**src/design/tld_pkg.sv**
```systemverilog
// Shared types and constants for the terminal line discipline.
// Holds the event codes, the special characters and the result beat layout.
// No dependencies.
package tld_pkg;

  // Event codes carried in the op field of an input beat.
  typedef enum logic [1:0] {
    OP_RECEIVE = 2'd0,
    OP_TX_DONE = 2'd1,
    OP_WRITE   = 2'd2,
    OP_READ    = 2'd3
  } op_t;

  localparam logic [7:0] CH_CR  = 8'h0D;
  localparam logic [7:0] CH_LF  = 8'h0A;
  localparam logic [7:0] CH_BS  = 8'h08;
  localparam logic [7:0] CH_DEL = 8'h7F;
  localparam logic [7:0] CH_SP  = 8'h20;

  // One result beat.
  typedef struct packed {
    logic       tx_valid;
    logic [7:0] tx_char;
    logic       write_accepted;
    logic       read_valid;
    logic [7:0] read_char;
    logic       read_newline;
  } result_t;

endpackage

```
**src/design/tld_step.sv**
```systemverilog
// Per-event logic of the terminal line discipline: one terminal's queue context
// and the bytes read from its queues go in, the result and the new context come out.
// Depends on tld_pkg.
module tld_step #(
  parameter  int INPUT_DEPTH = 256,
  parameter  int ECHO_DEPTH  = 256,
  localparam int IPW = $clog2(INPUT_DEPTH),
  localparam int ICW = $clog2(INPUT_DEPTH + 1),
  localparam int EPW = $clog2(ECHO_DEPTH),
  localparam int ECW = $clog2(ECHO_DEPTH + 1)
) (
  input  tld_pkg::op_t             op,
  input  logic                     term_ok,
  input  logic [7:0]               data,
  input  logic [IPW-1:0]           ih,
  input  logic [IPW-1:0]           it,
  input  logic [ICW-1:0]           ic,
  input  logic [EPW-1:0]           eh,
  input  logic [EPW-1:0]           et,
  input  logic [ECW-1:0]           ec,
  input  logic                     busy,
  input  logic [7:0]               in_rd,
  input  logic [7:0]               ec_rd,
  output logic [IPW-1:0]           ih_n,
  output logic [IPW-1:0]           it_n,
  output logic [ICW-1:0]           ic_n,
  output logic [EPW-1:0]           eh_n,
  output logic [EPW-1:0]           et_n,
  output logic [ECW-1:0]           ec_n,
  output logic                     busy_n,
  output tld_pkg::result_t         res,
  output logic                     in_we,
  output logic [7:0]               in_wchar,
  output logic [1:0]               push_cnt,
  output logic [2:0][7:0]          push_char,
  output logic [2:0][EPW-1:0]      push_ptr
);
  import tld_pkg::*;

  function automatic logic [IPW-1:0] in_inc(input logic [IPW-1:0] p);
    return (p == IPW'(INPUT_DEPTH - 1)) ? '0 : p + IPW'(1);
  endfunction

  function automatic logic [IPW-1:0] in_dec(input logic [IPW-1:0] p);
    return (p == '0) ? IPW'(INPUT_DEPTH - 1) : p - IPW'(1);
  endfunction

  function automatic logic [EPW-1:0] ec_inc(input logic [EPW-1:0] p);
    return (p == EPW'(ECHO_DEPTH - 1)) ? '0 : p + EPW'(1);
  endfunction

  logic [7:0]      ch;
  logic            blocked;
  logic [1:0]      want;
  logic [2:0][7:0] list;
  logic [ECW-1:0]  room;
  logic [1:0]      k;
  logic [EPW-1:0]  p1, p2, p3;

  always_comb begin
    ih_n     = ih;
    it_n     = it;
    ic_n     = ic;
    eh_n     = eh;
    ec_n     = ec;
    busy_n   = busy;
    res      = '0;
    in_we    = 1'b0;
    want     = 2'd0;
    list     = '0;
    blocked  = 1'b0;
    ch       = (data == CH_CR) ? CH_LF : data;
    in_wchar = ch;

    if (term_ok) begin
      case (op)
        OP_RECEIVE: begin
          if (ch inside {CH_BS, CH_DEL}) begin
            // An erase never reaches back past the end of a finished line.
            blocked = (ic != '0) && (in_rd == CH_LF);
            if ((ic != '0) && !blocked) begin
              it_n = in_dec(it);
              ic_n = ic - ICW'(1);
            end
            if (!blocked) begin
              if (busy) begin
                want = 2'd3;
                list = {CH_BS, CH_SP, CH_BS};
              end else begin
                res.tx_valid = 1'b1;
                res.tx_char  = CH_BS;
                busy_n       = 1'b1;
                want         = 2'd2;
                list         = {8'h00, CH_BS, CH_SP};
              end
            end
          end else if (ic < ICW'(INPUT_DEPTH)) begin
            in_we = 1'b1;
            it_n  = in_inc(it);
            ic_n  = ic + ICW'(1);
            if (ch == CH_LF) begin
              if (busy) begin
                want = 2'd2;
                list = {8'h00, CH_LF, CH_CR};
              end else begin
                res.tx_valid = 1'b1;
                res.tx_char  = CH_CR;
                busy_n       = 1'b1;
                want         = 2'd1;
                list         = {16'h0000, CH_LF};
              end
            end else if (busy) begin
              want = 2'd1;
              list = {16'h0000, ch};
            end else begin
              res.tx_valid = 1'b1;
              res.tx_char  = ch;
              busy_n       = 1'b1;
            end
          end
        end
        OP_TX_DONE: begin
          busy_n = 1'b0;
          if (ec != '0) begin
            res.tx_valid = 1'b1;
            res.tx_char  = ec_rd;
            eh_n         = ec_inc(eh);
            ec_n         = ec - ECW'(1);
            busy_n       = 1'b1;
          end
        end
        OP_WRITE: begin
          if (!busy) begin
            res.tx_valid = 1'b1;
            busy_n       = 1'b1;
            if (ec != '0) begin
              res.tx_char = ec_rd;
              eh_n        = ec_inc(eh);
              ec_n        = ec - ECW'(1);
            end else begin
              res.write_accepted = 1'b1;
              if (data == CH_LF) begin
                res.tx_char = CH_CR;
                want        = 2'd1;
                list        = {16'h0000, CH_LF};
              end else begin
                res.tx_char = data;
              end
            end
          end
        end
        OP_READ: begin
          if (ic != '0) begin
            res.read_valid   = 1'b1;
            res.read_char    = in_rd;
            res.read_newline = (in_rd == CH_LF);
            ih_n             = in_inc(ih);
            ic_n             = ic - ICW'(1);
          end
        end
        default: ;
      endcase
    end

    // Echo bytes that do not fit are dropped one by one.
    room = ECW'(ECHO_DEPTH) - ec;
    k    = (room < ECW'(want)) ? room[1:0] : want;
    p1   = ec_inc(et);
    p2   = ec_inc(p1);
    p3   = ec_inc(p2);
    if (want != 2'd0) begin
      ec_n = ec + ECW'(k);
    end
    case (k)
      2'd0:    et_n = et;
      2'd1:    et_n = p1;
      2'd2:    et_n = p2;
      default: et_n = p3;
    endcase
    push_cnt  = k;
    push_char = list;
    push_ptr  = {p2, p1, et};
  end

endmodule

```
**config.mk**
```make
export PLATFORM = sky130hd
export DESIGN_NAME = tld_step
export DESIGN_NICKNAME = d
export VERILOG_FILES = /design/src/design/tld_pkg.sv /design/src/design/tld_step.sv
export SDC_FILE = /design/constraint.sdc
export NUM_CORES = 1
export LEC_CHECK = 0
export BUFFER_PORTS_ARGS = -buffer_cell sky130_fd_sc_hd__buf_2
export CAP_MARGIN = 40
export CORE_MARGIN = 8
export CORE_UTILIZATION = 45
export DETAILED_ROUTE_END_ITERATION = 8
export PLACE_DENSITY = 0.8
export SLEW_MARGIN = 20
export SYNTH_ARGS = -nofsm -noshare
export SYNTH_HDL_FRONTEND = slang
export SYNTH_SLANG_ARGS = --single-unit
```
**constraint.sdc**
```tcl
create_clock -name vclk -period 9.69
set_clock_uncertainty 0.05 [all_clocks]
set_input_delay 0.969 -clock vclk [all_inputs]
set_output_delay 0.969 -clock vclk [all_outputs]
set_load 0.005 [all_outputs]
```
======== Yosys cells after proc, flatten, opt, wreduce, memory -nomap -nowiden ========
Cells that the tools add are included.
cells by class
  add/subtract/negate cells ............... 12
  $lt $le $gt $ge ......................... 2
  equal/unequal tests ..................... 17
  muxes and demuxes ....................... 84
  reduce and logical (&&, ||, !) cells .... 10
operator list
  kind                 count
  $mux 8               22
  $mux 9               17
  $mux 24              4
  $mux 20              3
  $add 8x1->8 const B  6
  $eq 8x8->1 const B   6
  $pmux 24 s2          1
  $eq 8x4->1 const B   5
  $pmux 9 s2           2
  $mux 10              3
  $pmux 9 s3           1
  $pmux 8 s3           1
  $reduce_bool 9->1    2
  $sub 9x1->9 const B  2
  $mux 1               16
  $pmux 8 s2           1
  $mux 2               7
  $mux 12              1
  $mux 4               3
  $add 9x1->9 const B  1
  $add 9x2->9          1
  $lt 9x2->1           1
  $lt 9x9->1 const B   1
  $sub 9x9->9 const A  1
  other kinds (11)     17
word-level totals
  register bits after elaboration ......... 0
  input bits .............................. 78
  logic and storage cells ................. 125

======== Longest topological paths before layout ========
Gate-level depths: netlist of run 1.
  word-level depth ........................ 12
  gate-level depth with buffers ........... 20
  mapped depth without buffers ............ 18

======== Worst setup path after synthesis of run 1 ========
Ideal clock, no wire load.
  kind .................................... in2out
  start point ............................. in ic[4]
  end point ............................... out ec_n[6]
  arrival time ............................ 4915 ps
  data required time ...................... 8671 ps
  setup slack ............................. 3756 ps
  stages on the path ...................... 17
  buffers on the path ..................... 2
  cells stage by stage .................... buf_2 -> or4_4 -> nor4_2 -> o211ai_1 -> a21o_1 -> ha_1 -> nor4_1 -> o21bai_1 -> inv_1 -> buf_1 -> ha_1 -> fa_1 -> nand2_1 -> or3_1 -> a21oi_1 -> a211oi_1 -> a21oi_1
between the ends
  cells in the longest elaborated chain, start to end .. 10
  elaborated cells between the ends (all ways) .. 13
RTL lines
  element                                                             RTL line         RTL
  start, declared                                                     tld_step.sv:17   input logic [ICW-1:0] ic,
  parallel branches: the longest is 3 deep, another holds $lt 9x9->1  --
  $mux 2 (*)                                                          tld_step.sv:78   if (ch inside {CH_BS, CH_DEL}) begin
  $pmux 2 s2 (*)                                                      tld_step.sv:76   case (op)
  $mux 2 (*)                                                          tld_step.sv:75   if (term_ok) begin
  $lt 9x2->1                                                          tld_step.sv:167  k = (room < ECW'(want)) ? room[1:0] : want;
  $mux 2 (*)                                                          tld_step.sv:167
  named net push_cnt[0]                                               tld_step.sv:34   output logic [1:0] push_cnt,
  $add 9x2->9 (*)                                                     tld_step.sv:172  ec_n = ec + ECW'(k);
  $mux 9 (*)                                                          tld_step.sv:171  if (want != 2'd0) begin
  end, declared                                                       tld_step.sv:29   output logic [ECW-1:0] ec_n,
Mark *: on every way through the listed nets, which the timed path passes.

======== Worst setup path in the final report of run 1 ========
  start point ............................. in ic[5]
  end point ............................... out ec_n[7]
between the ends
  cells in the longest elaborated chain, start to end .. 10
  elaborated cells between the ends (all ways) .. 13
RTL lines
  element                                                             RTL line
  parallel branches: the longest is 3 deep, another holds $lt 9x9->1  --
  $mux 2 (*)                                                          tld_step.sv:78
  $pmux 2 s2 (*)                                                      tld_step.sv:76
  $mux 2 (*)                                                          tld_step.sv:75
  $lt 9x2->1                                                          tld_step.sv:167
  $mux 2                                                              tld_step.sv:167
  $add 9x2->9                                                         tld_step.sv:172
  $mux 9 (*)                                                          tld_step.sv:171
Mark *: on every way between the ends.

==> results.sh, run 1 <==
export IMPL_run_status="completed"
export IMPL_crit_path_max_incr_delay_ns=0.56
export IMPL_multiInputGateArea_sq_um=3580
export IMPL_gpl_final_weighted_congestion=0.9717
export IMPL_cellPowerDensity_nw_per_um2=38.26
export IMPL_final_nets=925
export IMPL_die_width_microns=110.4
export IMPL_floorplan_io_pins=208
export IMPL_die_area_sq_um=12180
export IMPL_worstHoldPathType="input pin to primary output"
export IMPL_postCtsHoldBufs=0
export IMPL_simple_gate_fraction_of_synth_area=0.3786
export IMPL_max_fclk_ghz=0.1505
export IMPL_power_leakage_nw=2.301
export IMPL_post_synthesis_compound_gate_area_fraction=0.3539
export IMPL_top_library_cells_by_usage_in_the_layout_fill_and_taps_aside="196 x sky130_fd_sc_hd__buf_2, 81 x sky130_fd_sc_hd__nand2_1, 72 x sky130_fd_sc_hd__nor2_1"
export IMPL_critical_path_slowest_cell="sky130_fd_sc_hd__or4_4"
export IMPL_synthesis_yosys_warnings=0
export IMPL_rows=34
export IMPL_per_cell_routed_wire_length_microns=16.18
export IMPL_synth_area_top_cells="sky130_fd_sc_hd__nand2_1 7.6%, sky130_fd_sc_hd__o21ai_0 7.1%, sky130_fd_sc_hd__ha_1 6.9%, sky130_fd_sc_hd__nor2_1 6.7%, sky130_fd_sc_hd__a21oi_1 6.1%"
export IMPL_post_cts_resized=0
export IMPL_vias_per_cell=6.056
export IMPL_worstMarginPinSlew_ns=0.9066
export IMPL_relSlewSlack=0.3909
export IMPL_final_fill_count=879
export IMPL_drc_errors=0
export IMPL_critPathRequiredTime_ns=8.67
export IMPL_synthToLayoutAreaGrowth_pct=20.69
export IMPL_grt_max_degree=25
export IMPL_combinational_family_with_the_most_area_after_synthesis="simple AND/OR/NAND/NOR gates"
export IMPL_dieHeight_microns=110.4
export IMPL_synth_top_cell_by_area="sky130_fd_sc_hd__nand2_1"
export IMPL_seq_cells=0
export IMPL_max_cap_violations=0
export IMPL_ant_nets=0
export IMPL_antenna_found_initial=0
export IMPL_timing_worst_setup_path_type="input pin to primary output"
export IMPL_share_of_cell_area_taken_by_muxes_after_synthesis=0.02747
export IMPL_cp_bufs_invs=3
export IMPL_grt_first_pass_wirelength_mm=22.94
export IMPL_layout_cells_most_common="sky130_fd_sc_hd__buf_2"
export IMPL_fraction_of_the_yosys_area_taken_by_sequential_cells=0
export IMPL_insertedDiodeCount=0
export IMPL_drt_pass1_iterations=6
export IMPL_timing_critical_path_from_type="input pin"
export IMPL_grt_pass1_vias=4915
export IMPL_setup_tns_ns=0
export IMPL_peak_ir_drop_on_the_vdd_network_uv=27.72
export IMPL_critPathArrivalTime_ns=5.63
export IMPL_worst_path_dominant_cell_family="simple AND/OR/NAND/NOR gates"
export IMPL_grt_total_usage=0.2194
export IMPL_layout_worst_path_cycle_share=0.6858
export IMPL_finalHoldWorstSlack_ns=2.135
export IMPL_regArea_sq_um=0
export IMPL_synth_cells=679
export IMPL_post_synth_fa_ha_maj_area_fraction=0.07366
export IMPL_synthesis_area_per_instance_sq_um=5.904
export IMPL_cp_max_fo=13
export IMPL_layout_min_cycle_time_ns=6.645
export IMPL_initial_utilization=0.4619
export IMPL_grt_overflow_total=0
export IMPL_io_buffer_count=196
export IMPL_synth_xor_area_frac=0.04806
export IMPL_maxSlewViolCount=0
export IMPL_yosys_area_top_type_share=0.07584
export IMPL_detailedRoute_firstIterationViolations=488
export IMPL_place_detailed_hpwl_mm=12.16
export IMPL_finalWirelength_mm=15.05
export IMPL_finalHoldViolations=0
export IMPL_post_route_cells_drive_above_1_share=0.2591
export IMPL_critical_path_startpoint="ic[5]"
export IMPL_worstSetupEndpointType="primary output"
export IMPL_layout_clock_buffers=0
export IMPL_rsz_0062_raised_after_global_routing="no"
export IMPL_post_cts_buffers=0
export IMPL_routed_via_count=5632
export IMPL_synthesis_area_sq_um=4009
export IMPL_netlist_cell_type_count=73
export IMPL_hp_start="data[5]"
export IMPL_critical_path_cell_chain="buf_2, or4_4, nor4_2, o211ai_1, a21o_1, ha_1, nor4_1, a211oi_2, nor2_2, inv_2, ha_1, a21oi_1, a211o_1, nor2_1, a32oi_1, o21ai_1, buf_2"
export IMPL_placeableCoreArea_sq_um=8678
export IMPL_setup_viol_count_final=0
==> logic make-up after synthesis <==
| kind of cell | Yosys count |
|---|---|
| AOI/OAI and AO/OA | 216 |
| xor gates and xnor gates | 22 |
| adders and majority gates | 23 |
| buffers and inverters | 101 |
| muxes | 11 |
| other | 1 |
| and+or+nand+nor | 305 |
==> cell type report <==
| cell class | instances | area share |
|---|---|---|
| inverters | 36 | 0.02793 |
| multi-input cells | 589 | 0.7398 |
| well taps | 108 | 0.02793 |
| repair buffers | 197 | 0.2043 |
==> report_power, final <==
group          switching (mW)  leakage, nW  internal [mW]  total (mW)
logic                   0.111         2.30         0.0746       0.185
registers                   0            0              0           0
clock network               0            0              0           0
==> metrics by stage <==
step / power [mW] / area [sq um] / utilization / setup slack (ns) / instances
2_1_floorplan: 0.1128 / 4050 / - / 3.756 / 690
5_1_grt: 0.2044 / 4838 / 0.5575 / 2.565 / 930
4_1_cts: 0.1829 / 4838 / 0.5575 / 3.129 / 930
3_3_place_gp: 0.1809 / 4838 / 0.5575 / 3.263 / 930
3_5_place_dp: 0.1819 / 4838 / 0.5575 / 3.138 / 930
6_report: 0.1851 / 4838 / 0.5575 / 3.045 / 930
==> final timing paths <==
kind / cells after the start / endpoint
worst min-delay path: 2 / in_wchar[5]
worst max-delay path: 17 / ec_n[7]
==> routing by layer <==
| metal | GRT usage | part of all wire | up-vias |
|---|---|---|---|
| met4 | 0.04186 | 0.020 | 0 |
| met3 | 0.03081 | 0.10 | 31 |
| met1 | 0.2773 | 0.40 | 2541 |
| met5 | 0 | 0 | - |
| li1 | - | - | 2742 |
| met2 | 0.3864 | 0.48 | 318 |
==> cell usage after synthesis, types with 4 or more instances <==
cell type,number
sky130_fd_sc_hd__inv_1,34
sky130_fd_sc_hd__ha_1,22
sky130_fd_sc_hd__nand4_1,10
sky130_fd_sc_hd__and4_1,5
sky130_fd_sc_hd__a21o_1,8
sky130_fd_sc_hd__o221ai_1,5
sky130_fd_sc_hd__a31oi_1,13
sky130_fd_sc_hd__and3_1,10
sky130_fd_sc_hd__nand2b_1,10
sky130_fd_sc_hd__a22oi_1,6
sky130_fd_sc_hd__o211ai_1,7
sky130_fd_sc_hd__buf_1,4
sky130_fd_sc_hd__a31o_2,4
sky130_fd_sc_hd__nor2_1,72
sky130_fd_sc_hd__xor2_1,8
sky130_fd_sc_hd__xnor2_1,14
sky130_fd_sc_hd__nor3_1,21
sky130_fd_sc_hd__a21boi_0,4
sky130_fd_sc_hd__nand3_1,31
sky130_fd_sc_hd__o31ai_1,7
sky130_fd_sc_hd__clkbuf_1,37
sky130_fd_sc_hd__buf_4,22
sky130_fd_sc_hd__or3_1,6
sky130_fd_sc_hd__o21ai_0,57
sky130_fd_sc_hd__nor4_1,11
sky130_fd_sc_hd__o22ai_1,8
sky130_fd_sc_hd__nor2b_1,9
sky130_fd_sc_hd__and2_1,17
sky130_fd_sc_hd__nor3b_1,8
sky130_fd_sc_hd__a21oi_1,49
sky130_fd_sc_hd__a211oi_1,6
sky130_fd_sc_hd__mux2i_1,11
sky130_fd_sc_hd__nand2_1,81
Power figures use the tool's default switching activity.
==> run 2, diff against run 1 <==
==> constraint.sdc (replaced) <==
create_clock -name vclk -period 6.85
set_clock_uncertainty 0.05 [all_clocks]
set_input_delay 0.685 -clock vclk [all_inputs]
set_output_delay 0.685 -clock vclk [all_outputs]
set_load 0.005 [all_outputs]
==> results.sh, run 2 (synthesized netlist as in run 1, its figures left out) <==
export IMPL_grt_pass1_vias=4909
export IMPL_grt_max_degree=25
export IMPL_timing_critical_path_from_type="input pin"
export IMPL_postCtsHoldBufs=0
export IMPL_regArea_sq_um=0
export IMPL_rows=34
export IMPL_initial_utilization=0.4619
export IMPL_setup_viol_count_final=0
export IMPL_p_comb_frac=1.000
export IMPL_post_cts_resized=0
export IMPL_power_leakage_nw=2.311
export IMPL_critPathArrivalTime_ns=5.33
export IMPL_antenna_found_initial=0
export IMPL_finish_cell_count_without_fillers=932
export IMPL_peak_ir_drop_on_the_vdd_network_uv=28.03
export IMPL_rsz_0062_raised_after_global_routing="no"
export IMPL_die_width_microns=110.4
export IMPL_setup_tns_ns=0
export IMPL_critPathRequiredTime_ns=6.11
export IMPL_maxSlewViolCount=0
export IMPL_detailedRoute_firstIterationViolations=437
export IMPL_dpl_instance_area_sq_um=4853
export IMPL_floorplan_io_pins=208
export IMPL_layout_clock_buffers=0
export IMPL_cellPowerDensity_nw_per_um2=53.84
export IMPL_synthToLayoutAreaGrowth_pct=21.07
export IMPL_run_status="completed"
export IMPL_net_switching_power_mw=0.1555
export IMPL_max_fclk_ghz=0.1648
export IMPL_gpl_final_weighted_congestion=0.9606
export IMPL_top_library_cells_by_usage_in_the_layout_fill_and_taps_aside="196 x sky130_fd_sc_hd__buf_2, 81 x sky130_fd_sc_hd__nand2_1, 72 x sky130_fd_sc_hd__nor2_1"
export IMPL_cp_max_fo=13
export IMPL_power_frac_seq=0
export IMPL_critical_path_startpoint="ec[0]"
export IMPL_seq_cells=0
export IMPL_worstHoldPathType="input pin to primary output"
export IMPL_io_buffer_count=196
export IMPL_finalWirelength_mm=14.82
export IMPL_power_frac_clock=0
export IMPL_layout_min_cycle_time_ns=6.069
export IMPL_per_cell_routed_wire_length_microns=15.90
export IMPL_timing_worst_setup_path_type="input pin to primary output"
export IMPL_relSlewSlack=0.4618
export IMPL_place_detailed_hpwl_mm=12.15
export IMPL_finalHoldViolations=0
export IMPL_placedCellCount=932
export IMPL_max_cap_violations=0
export IMPL_final_nets=927
export IMPL_power_switching_fraction=0.5950
export IMPL_layout_cells_most_common="sky130_fd_sc_hd__buf_2"
export IMPL_dieHeight_microns=110.4
export IMPL_placeableCoreArea_sq_um=8678
export IMPL_worstSetupEndpointType="primary output"
export IMPL_end_point_of_the_critical_path="ec_n[7]"
export IMPL_drt_pass1_iterations=5
export IMPL_ant_nets=0
export IMPL_grt_total_usage=0.2208
export IMPL_drc_errors=0
export IMPL_worstMarginPinSlew_ns=0.8012
export IMPL_vias_per_cell=6.004
export IMPL_layout_worst_path_cycle_share=0.8860
export IMPL_post_route_cell_area_sq_um=4853
export IMPL_routed_via_count=5596
export IMPL_insertedDiodeCount=0
export IMPL_p_int_mw=0.1058
export IMPL_die_area_sq_um=12180
export IMPL_grt_first_pass_wirelength_mm=23.12
export IMPL_layout_core_utilization=0.5593
export IMPL_post_route_cells_drive_above_1_share=0.2609
export IMPL_post_cts_buffers=0
export IMPL_grt_overflow_total=0
==> run 2: changes by cell type in the layout (fill, tap and decap cells not counted), sizes merged <==
cell | previous run | this run
buf | 197 | 199
==> run 2: final cells by class <==
| cell class | instances | area, sq um |
|---|---|---|
| fill | 947 | 3825 |
| multi-input combinational | 589 | 3580 |
| timing repair buffer | 199 | 1003 |
| inverter | 36 | 135.1 |
| tap | 108 | 135.1 |
==> run 2: worst min path at each step <==
stage,to,cells after the start,from,slack [ns]
after floorplan,ec_n[6],1,ec[6],1.37
after global placement,in_wchar[5],2,data[5],1.55
after detailed placement,in_wchar[5],2,data[5],1.56
after CTS,in_wchar[5],2,data[5],1.56
after global routing,in_wchar[4],2,data[4],1.58
final,in_wchar[5],2,data[5],1.56
==> run 2: routing by layer <==
metal	up-vias	part of all wire	track usage
met5	-	0	0
met4	0	0.021	0.05138
met3	31	0.099	0.02500
met2	297	0.47	0.3745
met1	2525	0.41	0.2909
li1	2743	-	-
==> run 2: per-stage QoR <==
| step | hold slack (ns) | total power [mW] | setup WS, ns |
|---|---|---|---|
| floorplan | 1.371 | 0.1596 | 1.484 |
| global placement | 1.553 | 0.2566 | 1.006 |
| detailed placement | 1.561 | 0.2580 | 0.8635 |
| CTS | 1.561 | 0.2591 | 0.8633 |
| global route | 1.580 | 0.2903 | 0.2407 |
| finish | 1.560 | 0.2613 | 0.7807 |
==> run 2: power groups by stage <==
stage | combinational [mW] | sequential [mW] | clock, mW
3_3_place_gp | 0.257 | 0 | 0
6_report | 0.261 | 0 | 0
4_1_cts | 0.259 | 0 | 0
3_5_place_dp | 0.258 | 0 | 0
5_1_grt | 0.290 | 0 | 0
2_1_floorplan | 0.160 | 0 | 0
==> run 2: critical path: stages <==
cell                       delay, ns
sky130_fd_sc_hd__buf_2          0.16
sky130_fd_sc_hd__inv_1          0.07
sky130_fd_sc_hd__ha_1           0.25
sky130_fd_sc_hd__or4b_1         0.53
sky130_fd_sc_hd__nor3_1         0.30
sky130_fd_sc_hd__ha_1           0.48
sky130_fd_sc_hd__and3b_1        0.24
sky130_fd_sc_hd__nand4_1        0.18
sky130_fd_sc_hd__nor2_1         0.19
sky130_fd_sc_hd__or3_2          0.17
sky130_fd_sc_hd__a211oi_2       0.11
sky130_fd_sc_hd__nor2_2         0.52
sky130_fd_sc_hd__inv_2          0.14
sky130_fd_sc_hd__ha_1           0.31
sky130_fd_sc_hd__a21oi_1        0.06
sky130_fd_sc_hd__a211o_1        0.30
sky130_fd_sc_hd__nor2_1         0.22
sky130_fd_sc_hd__a32oi_1        0.14
sky130_fd_sc_hd__o21ai_1        0.14
sky130_fd_sc_hd__buf_2          0.13
